`src/rtl/free_location_list_defines.svh`:
```
// Assertion macros shared by the free location list RTL.
`ifndef FREE_LOCATION_LIST_DEFINES_SVH
`define FREE_LOCATION_LIST_DEFINES_SVH

// Clocked check, held off while reset is asserted (reset is active low).
`define FLL_ASSERT(lbl, clk, rst_n, prop, msg) \
    lbl: assert property (@(posedge clk) disable iff (!(rst_n)) (prop)) else $error(msg);

// Clocked check that also holds during reset.
`define FLL_ASSERT_ALWAYS(lbl, clk, prop, msg) \
    lbl: assert property (@(posedge clk) (prop)) else $error(msg);

`endif

```
`src/rtl/fll_pkg.sv`:
```
// Shared status codes and controller/datapath interface types.
package fll_pkg;

    // Result status codes
    localparam logic [2:0] ST_OK    = 3'd0;
    localparam logic [2:0] ST_EMPTY = 3'd1;
    localparam logic [2:0] ST_DUP   = 3'd2;
    localparam logic [2:0] ST_FULL  = 3'd3;
    localparam logic [2:0] ST_ZERO  = 3'd4;

    // Commands from the controller to the datapath
    typedef struct packed {
        logic       load;    // beat accepted: latch key, start read at head
        logic       step;    // advance the duplicate scan by one entry
        logic       take;    // pop head, report the read data
        logic       append;  // write latched key at tail
        logic       post;    // report status with no change to the list
        logic [2:0] status;  // status code reported by post
    } t_cmd;

    // Status from the datapath to the controller
    typedef struct packed {
        logic count_zero;
        logic count_full;
        logic key_zero;   // incoming key is zero after reduction
        logic hit;        // entry read last cycle matches latched key
        logic last;       // entry read last cycle is the last held one
    } t_flags;

endpackage

```
`src/rtl/fll_ctrl.sv`:
```
// Controller: sequences take, duplicate scan and append.
module fll_ctrl (
    input  logic            i_clk,
    input  logic            i_rst_n,
    input  logic            i_start,
    input  logic            i_mode,
    input  fll_pkg::t_flags i_flags,
    output fll_pkg::t_cmd   o_cmd,
    output logic            o_busy
);

    typedef enum logic [3:0] {
        S_IDLE   = 4'b0001,
        S_TAKE   = 4'b0010,
        S_SCAN   = 4'b0100,
        S_APPEND = 4'b1000
    } t_state;

    t_state        r_state, n_state;
    fll_pkg::t_cmd cmd;

    // Next state and commands
    always_comb begin
        n_state = r_state;
        cmd     = '0;
        case (r_state)
            S_IDLE: begin
                if (i_start) begin
                    if (!i_mode) begin
                        if (i_flags.count_zero) begin
                            cmd.post   = 1'b1;
                            cmd.status = fll_pkg::ST_EMPTY;
                        end else begin
                            cmd.load = 1'b1;
                            n_state  = S_TAKE;
                        end
                    end else if (i_flags.key_zero) begin
                        cmd.post   = 1'b1;
                        cmd.status = fll_pkg::ST_ZERO;
                    end else if (i_flags.count_zero) begin
                        cmd.load = 1'b1;
                        n_state  = S_APPEND;
                    end else begin
                        cmd.load = 1'b1;
                        n_state  = S_SCAN;
                    end
                end
            end
            S_TAKE: begin
                cmd.take = 1'b1;
                n_state  = S_IDLE;
            end
            S_SCAN: begin
                if (i_flags.hit) begin
                    cmd.post   = 1'b1;
                    cmd.status = fll_pkg::ST_DUP;
                    n_state    = S_IDLE;
                end else if (i_flags.last) begin
                    if (i_flags.count_full) begin
                        cmd.post   = 1'b1;
                        cmd.status = fll_pkg::ST_FULL;
                    end else begin
                        cmd.append = 1'b1;
                    end
                    n_state = S_IDLE;
                end else begin
                    cmd.step = 1'b1;
                end
            end
            S_APPEND: begin
                cmd.append = 1'b1;
                n_state    = S_IDLE;
            end
            default: begin
                n_state = S_IDLE;
            end
        endcase
    end

    // State register
    always_ff @(posedge i_clk) begin
        if (!i_rst_n) begin
            r_state <= S_IDLE;
        end else begin
            r_state <= n_state;
        end
    end

    assign o_cmd  = cmd;
    assign o_busy = (r_state != S_IDLE);

endmodule

```
`config.mk`:
```
export PLATFORM = sky130hd
export DESIGN_NAME = fll_ctrl
export DESIGN_NICKNAME = d
export VERILOG_FILES = /design/src/rtl/free_location_list_defines.svh /design/src/rtl/fll_pkg.sv /design/src/rtl/fll_ctrl.sv
export SDC_FILE = /design/constraint.sdc
export NUM_CORES = 1
export LEC_CHECK = 0
export ABC_AREA = 0
export BUFFER_PORTS_ARGS = -buffer_cell sky130_fd_sc_hd__buf_2
export CAP_MARGIN = 40
export CORE_AREA = 2 2 39 41
export CTS_CLUSTER_DIAMETER = 150
export DETAILED_ROUTE_END_ITERATION = 7
export DIE_AREA = 0 0 41 43
export PLACE_DENSITY = 0.57
export SYNTH_ARGS = -nofsm -noshare
export SYNTH_HDL_FRONTEND = slang
export SYNTH_SLANG_ARGS = --single-unit
```
`constraint.sdc`:
```
create_clock -name i_clk -period 1.5 [get_ports i_clk]
set_clock_uncertainty 0.1 [all_clocks]
set_input_delay 0.225 -clock i_clk [delete_from_list [all_inputs] [get_ports i_clk]]
set_output_delay 0.225 -clock i_clk [all_outputs]
set_load 0.02 [all_outputs]
```
==> results of run 1 <==
[power breakdown]
group | switching, W | internal, W | leakage [nW]
registers | 0.00000281 | 0.000109 | 0.0339
clock network | 0.0000441 | 0.0000895 | 0.0138
logic | 0.0000563 | 0.0000567 | 0.241
[kinds of logic (layout without fill, tap and decap cells)]
family,count (synthesis),count (layout),synth area share
AND/OR/NAND/NOR,17,17,0.486
AO/OA/AOI/OAI,6,6,0.149
flip-flops,4,4,0.288
buffers and inverters,3,32,0.0405
multiplexers,1,1,0.0360
[critical path, stage by stage (launching register included)]
cell and delay [ps]:
dfxtp_2 330, or4b_4 570, buf_6 150, nor3_4 140, buf_6 140
[how the worst max path moves through the flow]
stage / startpoint / endpoint / cells past startpoint
final: r_state[3] / o_cmd[6] / 4
after global routing: r_state[0] / o_cmd[6] / 4
after CTS: r_state[0] / o_cmd[0] / 3
after detailed placement: r_state[0] / o_cmd[6] / 4
after global placement: r_state[3] / o_cmd[6] / 4
after floorplan: r_state[0] / o_cmd[0] / 2
[placed cells by master (no fill, tap or decap), drive strengths merged]
| cell type | instances |
|---|---|
| mux2i | 1 |
| nand3 | 1 |
| buf | 26 |
| o21a | 1 |
| nor2 | 3 |
| and4 | 1 |
| inv | 3 |
| clkbuf | 3 |
| nand2 | 3 |
| o32ai | 1 |
| o41ai | 1 |
| a21oi | 1 |
| nand2b | 1 |
| or4b | 2 |
| nor3 | 2 |
| nor4b | 3 |
| o22ai | 1 |
| dfxtp | 4 |
| and3 | 1 |
| o21ai | 1 |
[metrics by stage]
stage                     total power [W]  utilization
after floorplan                  0.000160            -
after global placement           0.000202        0.344
after CTS                        0.000356        0.399
after global routing             0.000388        0.432
after detailed placement         0.000202        0.344
final                            0.000358        0.432
[timing repair]
item                                    4_1_cts  5_1_grt
resized for setup                            17        8
endpoints found under the setup margin       11       12
pin swaps                                     7        8
buffers inserted                              1        3
[metal layers]
metal,wire length [um],up-vias,global-route usage
met5,0,-,0
met4,14,0,0.0800
met3,62,2,0.0314
met2,428,16,0.147
met1,344,163,0.123
li1,-,182,-
[layout make-up]
| type | count | area [sq um] | share of cell area |
|---|---|---|---|
| clock buffer | 3 | 22.5 | 0.0377 |
| inverter | 3 | 11.3 | 0.0188 |
| multi-input combinational | 24 | 254 | 0.425 |
| sequential | 4 | 87.6 | 0.146 |
| tap | 16 | 20.0 | 0.0335 |
| timing repair buffer | 26 | 203 | 0.339 |
==> results.md, run 1 <==
- Slew @ Worst Pin: 326 ps
- Static Leak: 0.289 nW
- Cell Pwr Density: 599 nW/um^2
- R2r worst-path depth: 5
- Status: finished, violations left
- EDFF count, synth: 0
- Setup ws final: -392 ps
- Synth area leaders: dfxtp_1, nor4b_4, nor4b_1, nor3_4, or4b_4
- DIE AREA: 1760 sq um
- Finished Layout Cells: 76
- Hold Path End: r_state[0]
- CP Max Fanout: 4
- Starting DRT DRC Count: 2
- Max Cap Viol: 0
- Synth Flop Type: dfxtp_1
- TritonCTS Buffers: 3
- Crit. End Element: output pin
- Sequential area share after synthesis: 0.288
- NumNets Final: 71
- Drt wl/cell: 11.2 um
- Most numerous cell in the Yosys netlist: dfxtp_1
- Initial core utilization: 0.201
- RSZ-0062 raised after global routing: yes
- Ant diodes: 0
- WL final: 850 um
- Synth area leader: dfxtp_1
- Share of cells above drive strength 1: 0.767
- Synth top cells by count: dfxtp_1, inv_1, nand2_1, nor2_1, nor4b_1
- DP Area: 475 sq um
- Area added between synthesis and finish: 115%
- HP Start: i_rst_n
- Total Routing Usage GR: 0.104
- Worst vdd ir: 298 uV
- Rows: 14
- DRC viols: 0
- Final hold slack: 96.2 ps
- Initial antenna violation count: 0
- Core area: 1380 sq um
- Slew headroom: 0.782
- Final instance area: 598 sq um
- Fmax: 529 MHz
- Final min period: 1890 ps
- Via/cell ratio: 4.78
- CTS Root Cell: clkbuf_4
- Reg-to-reg slack, setup: -110 ps
- Max Slew Vio Count: 0
- Worst min-delay path class: input pin to register
- Worst path arrival time: 1570 ps
- Routed Antenna Nets: 0
- Clk slew on worst S/H paths: 40 ps
- Pin count of the biggest net entering global routing: 6
- Data required time of the worst path: 1170 ps
- Clock latency at the later pin of the worst-skew pair: 230 ps
- Synth top area share: 0.288
- Synthesized net count: 40
- Setup TNS: -2620 ps
- Port buffer count: 17
- Syn_area_per_cell: 8.96 sq um
- Die X: 41 um
- Final Hold Fails: 0
- Fillers: 146
- Vias in the first global route: 311
- Total number of vias: 363
- Hold Buf Count CTS: 0
- Pre-antenna DRT Iters: 4
- Failing checks: setup timing
- WHS Path Cells: 2
- Clock Sink Count: 4
- Largest regs: r_state (4)
- R2r startpoint: r_state[3]
- Mapped Area: 278 sq um
- Kind of critical path: register to output pin
- Count of cell types in the netlist: 21
- Worst R2R End: r_state[2]
- Top-Level Pins: 18
- Yosys reg bits: 4
- Max Buffers Root-to-Sink: 2
- Ys Warns: 0
- Pre-CTS setup slack: -205 ps
- Critical Path Start Type: register
- Ys async rst share: 0
- Most flop-heavy register: r_state
- CTS tree: yes
- Post-synthesis cell count: 31
- Die extent in y: 43 um
- Placed cell count: 70
- Final Setup Violations: 10
- RD Place Congestion: 0.732
- Total congestion overflow: 0
- Period utilization: 1.26
- First-pass GRT wire length: 1200 um
- Htree depth: 1
- Largest register FFs: 4
No activity file was read; power rests on OpenSTA's default activity.
==> run 2: changes to the inputs <==
- TNS_END_PERCENT: default -> 20
==> run 2 against run 1 <==
Against the previous run:
- the flow still finishes with violations (setup timing)
- global-route usage down 0.60 points
- via count down 2.5%
- power down 4.0%
- critical path depth down 1
- register-to-register slack worse by 70 ps
- sequential power about the same
- clock-buffer cell count unchanged
- sequential share of layout area up 0.24 points
- cell count down 1.3%
- critical path type unchanged
- critical endpoint is now o_cmd[0]
==> results.md, run 2 (synthesis gave the netlist of run 1 again) <==
- Status: finished, violations left
- Failing checks: setup timing
- Routed Antenna Nets: 0 (unchanged)
- Area added between synthesis and finish: 103%
- Pin count of the biggest net entering global routing: 6 (unchanged)
- Worst vdd ir: 281 uV (-5.9%)
- Static Leak: 0.281 nW (-2.7%)
- Kind of critical path: register to output pin
- Clock Sink Count: 4 (unchanged)
- Initial antenna violation count: 0 (unchanged)
- Starting DRT DRC Count: 3 (+1)
- Setup TNS: -3050 ps (-428 ps)
- Port buffer count: 17 (unchanged)
- Slew headroom: 0.773 (-0.00927)
- Max Cap Viol: 0 (unchanged)
- Most frequent cells in the layout: buf_2, buf_4, buf_6
- Final instance area: 563 sq um (-5.9%)
- Final min period: 1920 ps (+28.3 ps)
- Commonest non-fill, non-tap cell in the layout: buf_2
- DP Area: 475 sq um (unchanged)
- Top-Level Pins: 18 (unchanged)
- Final Hold Fails: 0 (unchanged)
- Cell Pwr Density: 611 nW/um^2 (+1.9%)
- Via/cell ratio: 4.72 (-1.2%)
- Critical Path Start Type: register
- Largest regs: r_state (4)
- Max Slew Vio Count: 0 (unchanged)
- Worst Setup SP: r_state[0]
- Worst min-delay path class: input pin to register
- WL final: 831 um (-2.2%)
- CP Max Fanout: 4 (unchanged)
- TritonCTS Buffers: 3 (unchanged)
- Core area: 1380 sq um (unchanged)
- Total congestion overflow: 0 (unchanged)
- RSZ-0062 raised after global routing: yes
- Pre-CTS setup slack: -205 ps (unchanged)
- CTS Root Cell: clkbuf_4
- Most flop-heavy register: r_state
- Htree depth: 1 (unchanged)
- Fmax: 521 MHz (-1.5%)
- Ant diodes: 0 (unchanged)
- Total Routing Usage GR: 0.0975 (-0.00603)
- Crit. End Element: output pin
- Crit-path max cell delay: 590 ps (+20 ps)
- Initial core utilization: 0.201 (unchanged)
- HP Start: i_flags[2]
- CTS tree: yes
- R2r startpoint: r_state[0]
- First-pass GRT wire length: 1120 um (-6.9%)
- Largest register FFs: 4 (unchanged)
- NumNets Final: 70 (-1.4%)
- Clock latency at the later pin of the worst-skew pair: 230 ps (about the same)
- Final Setup Violations: 11 (+1)
- Slew @ Worst Pin: 340 ps (+13.9 ps)
- Pre-antenna DRT Iters: 3 (-1)
- DRC viols: 0 (unchanged)
- Cell at the slowest stage of the critical path: or4b_4
- Max Buffers Root-to-Sink: 2 (unchanged)
- Total number of vias: 354 (-2.5%)
- CP cell instances: or4b_4 -> o32ai_4 -> buf_6
- Period utilization: 1.28 (+0.0189)
- Setup ws final: -420 ps (-28.3 ps)
- Die X: 41 um (unchanged)
- Die extent in y: 43 um (unchanged)
- Hold Buf Count CTS: 0 (unchanged)
- DIE AREA: 1760 sq um (unchanged)
- Share of cells above drive strength 1: 0.695 (-0.0718)
- Clk slew on worst S/H paths: 40 ps (about the same)
- Data required time of the worst path: 1170 ps (about the same)
- Rows: 14 (unchanged)
- Drt wl/cell: 11.1 um (-0.93%)
- Vias in the first global route: 287 (-7.7%)
- RD Place Congestion: 0.732 (unchanged)
- Worst path arrival time: 1590 ps (+20 ps)
## run 2: metrics by stage
step	utilization	power (W)	hold WS, ps	cells
finish	0.407	0.000344	93.4	75
global route	0.407	0.000370	95.3	75
CTS	0.381	0.000346	91.0	73
detailed placement	0.344	0.000202	337	70
global placement	0.344	0.000202	338	70
floorplan	-	0.000160	194	31
## run 2: path summary, 6_finish.rpt
path / end / slack (ps) / depth (start not counted)
max: o_cmd[0] / -420 / 3
min: r_state[3] / 90 / 2
max reg2reg: r_state[2] / -180 / 6
min reg2reg: r_state[3] / 510 / 3
## run 2: layout make-up
class	count	area (sq um)
Fill cell	151	821
Multi-Input combinational cell	24	246
Timing Repair Buffer	25	179
Sequential cell	4	83.8
Clock buffer	3	22.5
Tap cell	16	20.0
Inverter	3	11.3
## run 2: critical path: cells and delay by family (launching register included)
kind / cells / cell delay (ps)
buf+inv: 1 / 150
simple gates: 1 / 590
flops: 1 / 310
compound gates: 1 / 310
## run 2: metal layers
layer	routed length, um	global-route usage
met1	354	0.106
met2	420	0.144
met3	57	0.0314
met4	0	0.0800
met5	0	0
## run 2: what timing repair did
action                                  4_1_cts  5_1_grt
cloned                                        0        0
resized for setup                            11        5
pin swaps                                     5        0
buffers inserted                              0        2
endpoints found under the setup margin       11       12
endpoints found under the hold margin         0        0
## run 2: report_power, final
part / leakage (nW) / internal, W / switching [W]
Sequential: 0.0331 / 0.000110 / 0.00000241
Combinational: 0.234 / 0.0000424 / 0.0000540
Clock: 0.0138 / 0.0000896 / 0.0000452
==> run 3: changes to the inputs <==
- CORE_AREA: 2 2 39 41 -> 5 5 42 44
- DIE_AREA: 0 0 41 43 -> 0 0 47 49
- SLEW_MARGIN: default -> 20
==> run 3 against run 2 <==
Against the previous run:
- the flow still finishes with violations (setup timing)
- cell count fell by 5.3%
- sequential power barely moved
- sequential share of layout area rose by 0.91 points
- first-iteration DRC count fell by 100%
- clock power fell by 5%
- via count fell by 5.9%
- largest cell class unchanged
==> results.md, run 3 (synthesis gave the netlist of run 1 again) <==
- Status: finished, violations left
- Failing checks: setup timing
- Kind of critical path: register to output pin
- Data required time of the worst path: 1170 ps (about the same)
- Max Cap Viol: 0 (unchanged)
- Routed Antenna Nets: 0 (unchanged)
- Fmax: 534 MHz (+2.6%)
- Die extent in y: 49 um (+14%)
- Die X: 47 um (+15%)
- Setup ws final: -372 ps (+48.4 ps)
- TritonCTS Buffers: 3 (unchanged)
- Worst min-delay path class: input pin to register
- Crit. End Element: output pin
- Final min period: 1870 ps (-48.4 ps)
- Total Routing Usage GR: 0.0817 (-0.0158)
- Drt wl/cell: 11.6 um (+4.9%)
- Initial core utilization: 0.198 (-0.00251)
- CTS tree: yes
- Clock Sink Count: 4 (unchanged)
- Gr busiest metal: met2
- WL final: 825 um (-0.72%)
- Static Leak: 0.258 nW (-8.1%)
- Register area: 83.8 sq um (unchanged)
- Clk slew on worst S/H paths: 40 ps (about the same)
- Worst path arrival time: 1550 ps (-40 ps)
- Top-Level Pins: 18 (unchanged)
- Met3 Track Usage GR: 0.0369 (+0.00549)
- First-pass GRT wire length: 1370 um (+22%)
- RSZ-0062 raised after global routing: yes
- Initial antenna violation count: 0 (unchanged)
- Final core utilization: 0.379 (-0.0283)
- Fillers: 164 (+8.6%)
- Core area: 1400 sq um (+1.3%)
- Via/cell ratio: 4.69 (-0.63%)
- Area added between synthesis and finish: 91.0%
- NumNets Final: 66 (-5.7%)
- Pre-antenna DRT Iters: 1 (-2)
- Largest register FFs: 4 (unchanged)
- Multi-input logic area: 249 sq um (+1.0%)
- Most flop-heavy register: r_state
- Period utilization: 1.25 (-0.0322)
- Rows: 14 (unchanged)
- DRC viols: 0 (unchanged)
- Final Setup Violations: 8 (-3)
- Share of cells above drive strength 1: 0.691 (-0.00401)
- Vias in the first global route: 358 (+25%)
- Commonest non-fill, non-tap cell in the layout: buf_2
- Setup TNS: -2230 ps (+816 ps)
- Met1 usage: 0.0901 (-0.0163)
- Critical Path Start Type: register
- Total congestion overflow: 0 (unchanged)
- Hold Buf Count CTS: 0 (unchanged)
- Final Hold Fails: 0 (unchanged)
- Max Slew Vio Count: 0 (unchanged)
- Routing usage on met2: 0.133 (-0.0103)
- Most frequent cells in the layout: buf_2, buf_4
- Largest regs: r_state (4)
- Max Buffers Root-to-Sink: 2 (unchanged)
- Clock latency at the later pin of the worst-skew pair: 230 ps (about the same)
- Htree depth: 1 (unchanged)
- Slew @ Worst Pin: 321 ps (-18.6 ps)
- Worst vdd ir: 299 uV (+6.6%)
- CP Max Fanout: 5 (+1)
- Ant diodes: 0 (unchanged)
- Slew headroom: 0.785 (+0.0124)
- Starting DRT DRC Count: 0 (-3)
- DIE AREA: 2300 sq um (+31%)
- RD Place Congestion: 0.682 (-6.9%)
- Cell Pwr Density: 647 nW/um^2 (+5.8%)
- Port buffer count: 17 (unchanged)
- Pin count of the biggest net entering global routing: 6 (unchanged)
- CTS Root Cell: clkbuf_4
- Total number of vias: 333 (-5.9%)
## run 3: layout make-up
| type | instances | share of cell area |
|---|---|---|
| tap | 16 | 0.0377 |
| inverter | 3 | 0.0212 |
| timing repair buffer | 21 | 0.271 |
| multi-input combinational | 24 | 0.469 |
| clock buffer | 3 | 0.0425 |
| sequential | 4 | 0.158 |
## run 3: per-layer routing
| layer | part of all wire | up-vias |
|---|---|---|
| met5 | 0 | - |
| met2 | 0.49 | 14 |
| met3 | 0.082 | 0 |
| li1 | - | 168 |
| met1 | 0.43 | 151 |
| met4 | 0 | 0 |
## run 3: metrics by stage
| stage | area, sq um | cells | total power (W) | setup slack, ps | hold slack (ps) |
|---|---|---|---|---|---|
| detailed placement | 460 | 68 | 0.000204 | -209 | 341 |
| global placement | 460 | 68 | 0.000203 | -197 | 338 |
| floorplan | 325 | 31 | 0.000160 | -113 | 194 |
| finish | 531 | 71 | 0.000343 | -372 | 97.9 |
| CTS | 523 | 71 | 0.000350 | -409 | 97.0 |
| global route | 531 | 71 | 0.000367 | -436 | 111 |
## run 3: what timing repair did
item,4_1_cts,5_1_grt
resized for setup,12,2
buffers inserted,0,0
pin swaps,6,3
endpoints found under the setup margin,10,11
## run 3: final timing paths
kind                   start          to  slack, ps  cells past startpoint
hold / removal    i_flags[2]  r_state[3]        100                      2
hold reg to reg   r_state[2]  r_state[1]        560                      3
setup reg to reg  r_state[0]  r_state[0]         70                      3
setup / recovery  r_state[0]    o_cmd[4]       -370                      3
## run 3: critical path: stages, from the launching register on
cell     delay (ps)
dfxtp_2         310
or4b_4          600
o41ai_4         220
buf_4           190
## run 3: report_power, final
| group | internal, W | switching [W] | total, W |
|---|---|---|---|
| sequential | 0.000110 | 0.00000285 | 0.000113 |
| combinational | 0.0000479 | 0.0000539 | 0.000102 |
| clock | 0.0000891 | 0.0000387 | 0.000128 |
